[src/rtl/tss_pkg.sv]
// Shared types, codes and defaults for the task scheduler table.
// No dependencies; the design files that use it refer to it by scoped names, the bench files import it.
`default_nettype none
package tss_pkg;

	localparam int         NUM_SLOTS_DEF = 64;
	localparam logic [5:0] IDLE_SLOT_RST = 6'd0;
	localparam logic [9:0] TICK_MS_RST   = 10'd10;

	localparam logic [1:0] STAT_OK      = 2'd0;
	localparam logic [1:0] STAT_FULL    = 2'd1;
	localparam logic [1:0] STAT_ILLEGAL = 2'd2;

	typedef enum logic [0:0] {
		CFG_IDLE_SLOT = 1'b0,
		CFG_TICK_MS   = 1'b1
	} cfg_idx_t;

	typedef enum logic [2:0] {
		ST_FREE     = 3'd0,
		ST_READY    = 3'd1,
		ST_RUNNING  = 3'd2,
		ST_BLOCKED  = 3'd3,
		ST_SLEEPING = 3'd4,
		ST_WAITING  = 3'd5
	} slot_st_t;

	typedef enum logic [2:0] {
		ACT_CREATE  = 3'd0,
		ACT_SCHED   = 3'd1,
		ACT_BLOCK   = 3'd2,
		ACT_UNBLOCK = 3'd3,
		ACT_SLEEP   = 3'd4,
		ACT_TICK    = 3'd5,
		ACT_ACCOUNT = 3'd6
	} act_t;

	typedef enum logic [1:0] {
		RA_IDX,
		RA_SID,
		RA_CUR,
		RA_BEST
	} ra_sel_t;

	typedef enum logic [2:0] {
		WR_NONE,
		WR_CREATE,
		WR_TARGET,
		WR_SLEEP,
		WR_RETIRE,
		WR_RUN,
		WR_ACCOUNT
	} wr_op_t;

	typedef struct packed {
		logic [2:0]  action;
		logic [5:0]  slot_id;
		logic [5:0]  current_slot;
		logic        block_kind;
		logic [7:0]  prio_value;
		logic [31:0] duration_ms;
		logic [31:0] slice_value;
		logic [31:0] stamp_value;
	} req_t;

	typedef struct packed {
		logic [5:0] next_slot;
		logic       rescheduled;
		logic       switch_needed;
		logic [5:0] new_slot;
		logic [1:0] status_code;
	} rsp_t;

	typedef struct packed {
		logic       load;
		ra_sel_t    ra_sel;
		logic       scan_rd;
		logic       idx_clr;
		logic       idx_inc;
		logic       eval_sched;
		logic       eval_tick;
		logic       best_clr;
		logic       best_resolve;
		wr_op_t     wr;
		logic       div_start;
		logic       now_inc;
		logic       set_st;
		logic [1:0] st_code;
		logic       out_load;
	} dp_cmd_t;

	typedef struct packed {
		logic [2:0] action;
		logic       idx_last;
		logic       slot_free;
		logic       legal;
		logic       acct_legal;
		logic       sid_is_cur;
		logic       div_done;
	} dp_stat_t;

endpackage
`default_nettype wire

[src/rtl/tss_ctrl.sv]
// Sequencer of the task scheduler table: walks each item through scans, checks,
// divide and writes, and holds the response valid. Depends on tss_pkg.
`default_nettype none
module tss_ctrl (
	input  logic              clk,
	input  logic              arst_n,
	input  logic              req_valid,
	output logic              req_ready,
	output logic              rsp_valid,
	input  logic              rsp_ready,
	output tss_pkg::dp_cmd_t  cmd,
	input  tss_pkg::dp_stat_t stat
);
	typedef enum logic [3:0] {
		S_IDLE,
		S_DISPATCH,
		S_CR_SCAN,
		S_SC_SCAN,
		S_SC_DRAIN,
		S_SC_RESOLVE,
		S_SC_RETIRE,
		S_SC_RUNRD,
		S_SC_RUN,
		S_TGT_CHK,
		S_SL_CHK,
		S_SL_DIV,
		S_SL_WR,
		S_TK_SCAN,
		S_TK_DRAIN,
		S_FINISH
	} state_t;

	state_t st_q;
	state_t st_d;
	logic   rsp_valid_q;

	always_comb begin
		cmd  = '0;
		st_d = st_q;
		case (st_q)
			S_IDLE: begin
				cmd.load = req_valid;
				if (req_valid) begin
					st_d = S_DISPATCH;
				end
			end
			S_DISPATCH: begin
				case (stat.action)
					tss_pkg::ACT_CREATE: begin
						cmd.idx_clr = 1'b1;
						st_d = S_CR_SCAN;
					end
					tss_pkg::ACT_SCHED: begin
						cmd.idx_clr  = 1'b1;
						cmd.best_clr = 1'b1;
						st_d = S_SC_SCAN;
					end
					tss_pkg::ACT_BLOCK, tss_pkg::ACT_UNBLOCK: begin
						cmd.ra_sel = tss_pkg::RA_SID;
						st_d = S_TGT_CHK;
					end
					tss_pkg::ACT_SLEEP: begin
						cmd.ra_sel = tss_pkg::RA_CUR;
						st_d = S_SL_CHK;
					end
					tss_pkg::ACT_TICK: begin
						cmd.now_inc = 1'b1;
						cmd.idx_clr = 1'b1;
						st_d = S_TK_SCAN;
					end
					tss_pkg::ACT_ACCOUNT: begin
						if (stat.acct_legal) begin
							cmd.wr = tss_pkg::WR_ACCOUNT;
						end else begin
							cmd.set_st  = 1'b1;
							cmd.st_code = tss_pkg::STAT_ILLEGAL;
						end
						st_d = S_FINISH;
					end
					default: st_d = S_FINISH;
				endcase
			end
			S_CR_SCAN: begin
				if (stat.slot_free) begin
					cmd.wr = tss_pkg::WR_CREATE;
					st_d = S_FINISH;
				end else if (stat.idx_last) begin
					cmd.set_st  = 1'b1;
					cmd.st_code = tss_pkg::STAT_FULL;
					st_d = S_FINISH;
				end else begin
					cmd.idx_inc = 1'b1;
				end
			end
			S_SC_SCAN: begin
				cmd.scan_rd    = 1'b1;
				cmd.eval_sched = 1'b1;
				if (stat.idx_last) begin
					st_d = S_SC_DRAIN;
				end else begin
					cmd.idx_inc = 1'b1;
				end
			end
			S_SC_DRAIN: begin
				cmd.eval_sched = 1'b1;
				st_d = S_SC_RESOLVE;
			end
			S_SC_RESOLVE: begin
				cmd.best_resolve = 1'b1;
				cmd.ra_sel = tss_pkg::RA_CUR;
				st_d = S_SC_RETIRE;
			end
			S_SC_RETIRE: begin
				cmd.wr = tss_pkg::WR_RETIRE;
				st_d = S_SC_RUNRD;
			end
			S_SC_RUNRD: begin
				cmd.ra_sel = tss_pkg::RA_BEST;
				st_d = S_SC_RUN;
			end
			S_SC_RUN: begin
				cmd.wr = tss_pkg::WR_RUN;
				st_d = S_FINISH;
			end
			S_TGT_CHK: begin
				if (stat.legal) begin
					cmd.wr = tss_pkg::WR_TARGET;
					if (stat.action == tss_pkg::ACT_BLOCK && stat.sid_is_cur) begin
						cmd.idx_clr  = 1'b1;
						cmd.best_clr = 1'b1;
						st_d = S_SC_SCAN;
					end else begin
						st_d = S_FINISH;
					end
				end else begin
					cmd.set_st  = 1'b1;
					cmd.st_code = tss_pkg::STAT_ILLEGAL;
					st_d = S_FINISH;
				end
			end
			S_SL_CHK: begin
				if (stat.legal) begin
					cmd.div_start = 1'b1;
					st_d = S_SL_DIV;
				end else begin
					cmd.set_st  = 1'b1;
					cmd.st_code = tss_pkg::STAT_ILLEGAL;
					st_d = S_FINISH;
				end
			end
			S_SL_DIV: begin
				if (stat.div_done) begin
					st_d = S_SL_WR;
				end
			end
			S_SL_WR: begin
				cmd.wr       = tss_pkg::WR_SLEEP;
				cmd.idx_clr  = 1'b1;
				cmd.best_clr = 1'b1;
				st_d = S_SC_SCAN;
			end
			S_TK_SCAN: begin
				cmd.scan_rd   = 1'b1;
				cmd.eval_tick = 1'b1;
				if (stat.idx_last) begin
					st_d = S_TK_DRAIN;
				end else begin
					cmd.idx_inc = 1'b1;
				end
			end
			S_TK_DRAIN: begin
				cmd.eval_tick = 1'b1;
				st_d = S_FINISH;
			end
			S_FINISH: begin
				cmd.out_load = !rsp_valid_q || rsp_ready;
				if (!rsp_valid_q || rsp_ready) begin
					st_d = S_IDLE;
				end
			end
			default: st_d = S_IDLE;
		endcase
	end

	always_ff @(posedge clk or negedge arst_n) begin
		if (!arst_n) begin
			st_q        <= S_IDLE;
			rsp_valid_q <= 1'b0;
		end else begin
			st_q <= st_d;
			if (cmd.out_load) begin
				rsp_valid_q <= 1'b1;
			end else if (rsp_ready) begin
				rsp_valid_q <= 1'b0;
			end
		end
	end

	assign req_ready = st_q == S_IDLE;
	assign rsp_valid = rsp_valid_q;

	a_accept_starts_work: assert property (@(posedge clk) disable iff (!arst_n)
		(st_q == S_IDLE && req_valid) |=> (st_q == S_DISPATCH))
		else $error("accepted beat did not start work");
	a_finish_posts_beat: assert property (@(posedge clk) disable iff (!arst_n)
		(st_q == S_FINISH && (!rsp_valid_q || rsp_ready)) |=> (rsp_valid_q && st_q == S_IDLE))
		else $error("finished item not posted");
endmodule
`default_nettype wire

[config.mk]
export PLATFORM = sky130hd
export DESIGN_NAME = tss_ctrl
export DESIGN_NICKNAME = d
export VERILOG_FILES = /design/src/rtl/tss_pkg.sv /design/src/rtl/tss_ctrl.sv
export SDC_FILE = /design/constraint.sdc
export NUM_CORES = 1
export LEC_CHECK = 0
export ABC_AREA = 1
export BUFFER_PORTS_ARGS = -buffer_cell sky130_fd_sc_hd__buf_2
export CORE_ASPECT_RATIO = 1.1
export CORE_UTILIZATION = 40
export DETAILED_ROUTE_END_ITERATION = 7
export GPL_ROUTABILITY_DRIVEN = 0
export PLACE_DENSITY = 0.76
export RECOVER_POWER = 50
export SLEW_MARGIN = 40
export SYNTH_ARGS = -nofsm -noshare
export SYNTH_HDL_FRONTEND = slang
export SYNTH_SLANG_ARGS = --single-unit
[constraint.sdc]
create_clock -name clk -period 2.5 [get_ports clk]
set_input_delay 0.125 -clock clk [delete_from_list [all_inputs] [get_ports clk]]
set_output_delay 0.125 -clock clk [all_outputs]
set_load 0.05 [all_outputs]
==> results list <==
- The detailed router placed between 1,000 and 1,500 vias in this run.
- Number of distinct library cells after synthesis: 18
- Simple-gate share of the synthesized area: 61.7%
- # Post-CTS Setup Buffers: 0
* Clock root cell: sky130_fd_sc_hd__clkbuf_4
- The net count of the finished layout is roughly 200.
- The internal power of the cells totals between 400 and 500 uW.
- During synthesis, Yosys emitted a total of 0 warnings.
- After synthesis, flip-flops and latches occupy about 17% of the total area.
- Share of power burned in registers: between 10% and 20%
- After clock tree synthesis, the clock-pin slew on the worst setup and hold paths is around 0.04 ns.
- The HPWL after detailed placement is about 1700 um.
- Crit path max fanout: 7
* Core Box Area: around 1600 um2
- Post-Route Skew: around 0.00043 ns
- Post-synthesis adder-cell area fraction: 0%
* Avg Cell Area, Syn: about 5.1 um2
- The repair_antennas step left the layout with diodes totalling 0.
* Worst Hold Depth: 2
- The synthesized netlist devotes 0% of its cell area to XOR and XNOR gates.
- DRT iter0 DRCs: 42
* Final hold slack: 0.102 ns
- Overall overflow remaining after global route: 0
- After filler insertion, the fill cell instance count of the layout stands at just under 200.
- CTS built an H-tree with a depth of 1.
- Setup TNS after final layout: 0 ns
- Fraction of power spent switching nets: between 60% and 70%
* Final count of negative-setup-slack endpoints: 0
* Vertical die dimension: 46.8 um
- The die covers 2000 um2.
- The final-report hold violation count was 0.
- Max-cap violations in this run came to 0.
- Leaving out fill and tap cells, the most frequent cell in the layout is sky130_fd_sc_hd__nand2_1.
* CP startpoint kind: flip-flop
* Time the final worst path needs with I/O delays and setup: about 1.8 ns
- Vias in the first global route: 892
* Clock group share of total power: about 6.3%
- The die is approximately 43 um wide.
- Data on the critical path is required at its endpoint by approximately 2.4 ns.
- The floorplan has 15 rows.
- The pre-antenna-repair detailed-routing pass consisted of 4 iterations.
- In this run the power density over the cells is roughly 1500 nW/um2.
* Total global-route track usage: 22.0%
* Highest achievable clock rate: ~0.54 GHz
- The initial utilization of the core area, before any placement, comes to between 40% and 50%.
- When the netlist entered floorplanning its net count stood at 156.
* Share of post-route cells with drive strength above 1: between 20% and 30%
* Compound-cell area share of the yosys netlist: under 10%
- In this run the worst hold path is classified as in -> reg.
- Clock Tree Buf Depth: 2
* Number of instances in the synthesized netlist: ~140
- Net Sw Power: roughly 1000 uW
- Entering global routing, the biggest net connects 9 pins.
* Class of the most critical setup path: reg -> out
- Clock latency of the later-clocked register in the worst-skew pair: 0.23 ns
* Mapped cell area: 729 um2
* Hold-critical path endpoint: rsp_valid
- The number of antenna violations at the first check in global routing was 0.
- The endpoint identified for the worst register-to-register timing path is st_q[2].
- CTS sink count: 5
* WL final: 2080 um
* Share of total power in combinational logic: about four fifths
- The analysis attributes to cell leakage a power of 0.608 nW.
* Total of flip-flops plus latches after synthesis: 5
* Final Max Slew Viols: 0
- DR DRC count: 0
- The worst register-to-register path has a setup slack of 0.94 ns.
- In this run the most critical hold path is launched from rsp_ready.
- Overall power consumption: ~1.4 mW
- Data arrives at the worst endpoint at roughly 1.7 ns.
* Number of buffers inserted during clock tree synthesis: 3
* Relative slew margins: 59.7%
- Relative area change from synthesis to final layout: 28.5%
* Combinational family with the most area after synthesis: simple AND/OR/NAND/NOR gates
- Post-CTS repair changed the size of 0 cells.
- Setup repair after global routing missed its margin: false
* Final antenna-violating net count: 0
- Launch instance of the worst register-to-register path: st_q[0]
- 34 I/O pins were placed.
- The flow ran to the end, and the final reports show no timing, DRC or antenna violations.
- Port bufs: 33
* Wire length of the first global-routing pass: about 3300 um
- Highest-count cells in the layout ignoring fill and taps: 51 x sky130_fd_sc_hd__nand2_1, 27 x sky130_fd_sc_hd__nor2_1, 27 x sky130_fd_sc_hd__buf_2, 20 x sky130_fd_sc_hd__inv_1, 9 x sky130_fd_sc_hd__nand3_1
* Sort of element at the end of the critical path: output port
* Largest voltage drop on the vdd net: 735 uV
- TritonCTS clock tree: built
- Routed len/inst: 10.5 um
- Using the TritonRoute via totals, the vias-per-cell ratio works out to between 5 and 6.
- Of the post-synthesis cell area, the part taken by muxes is 0%.
* Worst-case reg-to-reg path depth: 9
* Worst-Margin Slew: a little over 0.6 ns
- In the finished design, the share of the clock period the worst path needs comes to around three quarters.
-- sequential cells by signal (all words and copies together) (netlist names) --
| register | flops |
|---|---|
| rsp_valid | 1 |
| st_q | 4 |
-- worst max path at each step --
stage,start,endpoint,cells past startpoint
3_3_place_gp,st_q[1],cmd[17],6
5_1_grt,st_q[1],cmd[10],6
6_report,st_q[1],cmd[10],6
2_1_floorplan,st_q[1],cmd[17],5
3_5_place_dp,st_q[1],cmd[10],6
4_1_cts,st_q[1],cmd[10],6
-- through the flow --
stage                     cells  worst slack (ns)  instance area [um2]  utilization, %
after CTS                   198             0.662                  952            58.3
after global placement      193             0.974                  916            56.1
final                       198             0.650                  937            57.4
after detailed placement    193             0.925                  916            56.1
after floorplan             143             0.333                  729               -
after global routing        198             0.482                  937            57.4
-- area by class of cell --
| class | count | area (um2) | area share [%] |
|---|---|---|---|
| clock buffer | 4 | 26.3 | 2.80 |
| inverter | 22 | 82.6 | 8.81 |
| sequential | 5 | 125 | 13.4 |
| timing repair buffer | 34 | 168 | 17.9 |
| tap | 17 | 21.3 | 2.27 |
| multi-input combinational | 116 | 514 | 54.9 |
-- logic make-up (layout without fill, tap and decap cells) --
kind of cell,after synthesis,in the layout
DFF,5,5
and+or+nand+nor,104,104
buffers and inverters,22,60
AOI/OAI and AO/OA,12,12
-- power groups by stage --
stage                     logic (mW)  registers, mW  clock network, mW
after floorplan                0.907          0.197                  0
after global placement          1.16          0.183                  0
after detailed placement        1.16          0.186                  0
after CTS                       1.16          0.186             0.0955
after global routing            1.25          0.195              0.101
final                           1.16          0.189             0.0899
-- what timing repair did --
item | 4_1_cts | 5_1_grt
hold endpoints to repair | 5 | 0
endpoints found under the setup margin | 0 | 0
hold buffers | 1 | 0
-- cell usage after synthesis, drive strengths merged --
cell	count	area [um2]
o31ai	1	7.51
nand3b	2	15.0
o21ai	7	35.0
or2	1	6.26
nand4	4	25.0
nor2	30	123
o211ai	2	15.0
o32ai	1	8.76
dfrtp	5	125
inv	22	82.6
nand2	55	221
nand3	9	45.0
nor3	3	15.0
a21oi	1	5.00
-- worst max-delay path: stages (launching register included) --
cell and delay (ns):
sky130_fd_sc_hd__dfrtp_1 0.41, sky130_fd_sc_hd__inv_1 0.13, sky130_fd_sc_hd__nand2_1 0.14, sky130_fd_sc_hd__inv_1 0.09
sky130_fd_sc_hd__nand2_1 0.14, sky130_fd_sc_hd__o31ai_1 0.27, sky130_fd_sc_hd__buf_2 0.30
-- routing by layer --
layer  share of wire [%]  global-route usage, %  vias to the layer above
li1                    -                      -                      524
met1                  42                   24.7                      440
met2                  51                   39.4                       44
met3                 7.4                   5.00                        0
met4                   0                   11.9                        0
met5                   0                      0                        -
(Power assumes the default switching activity.)
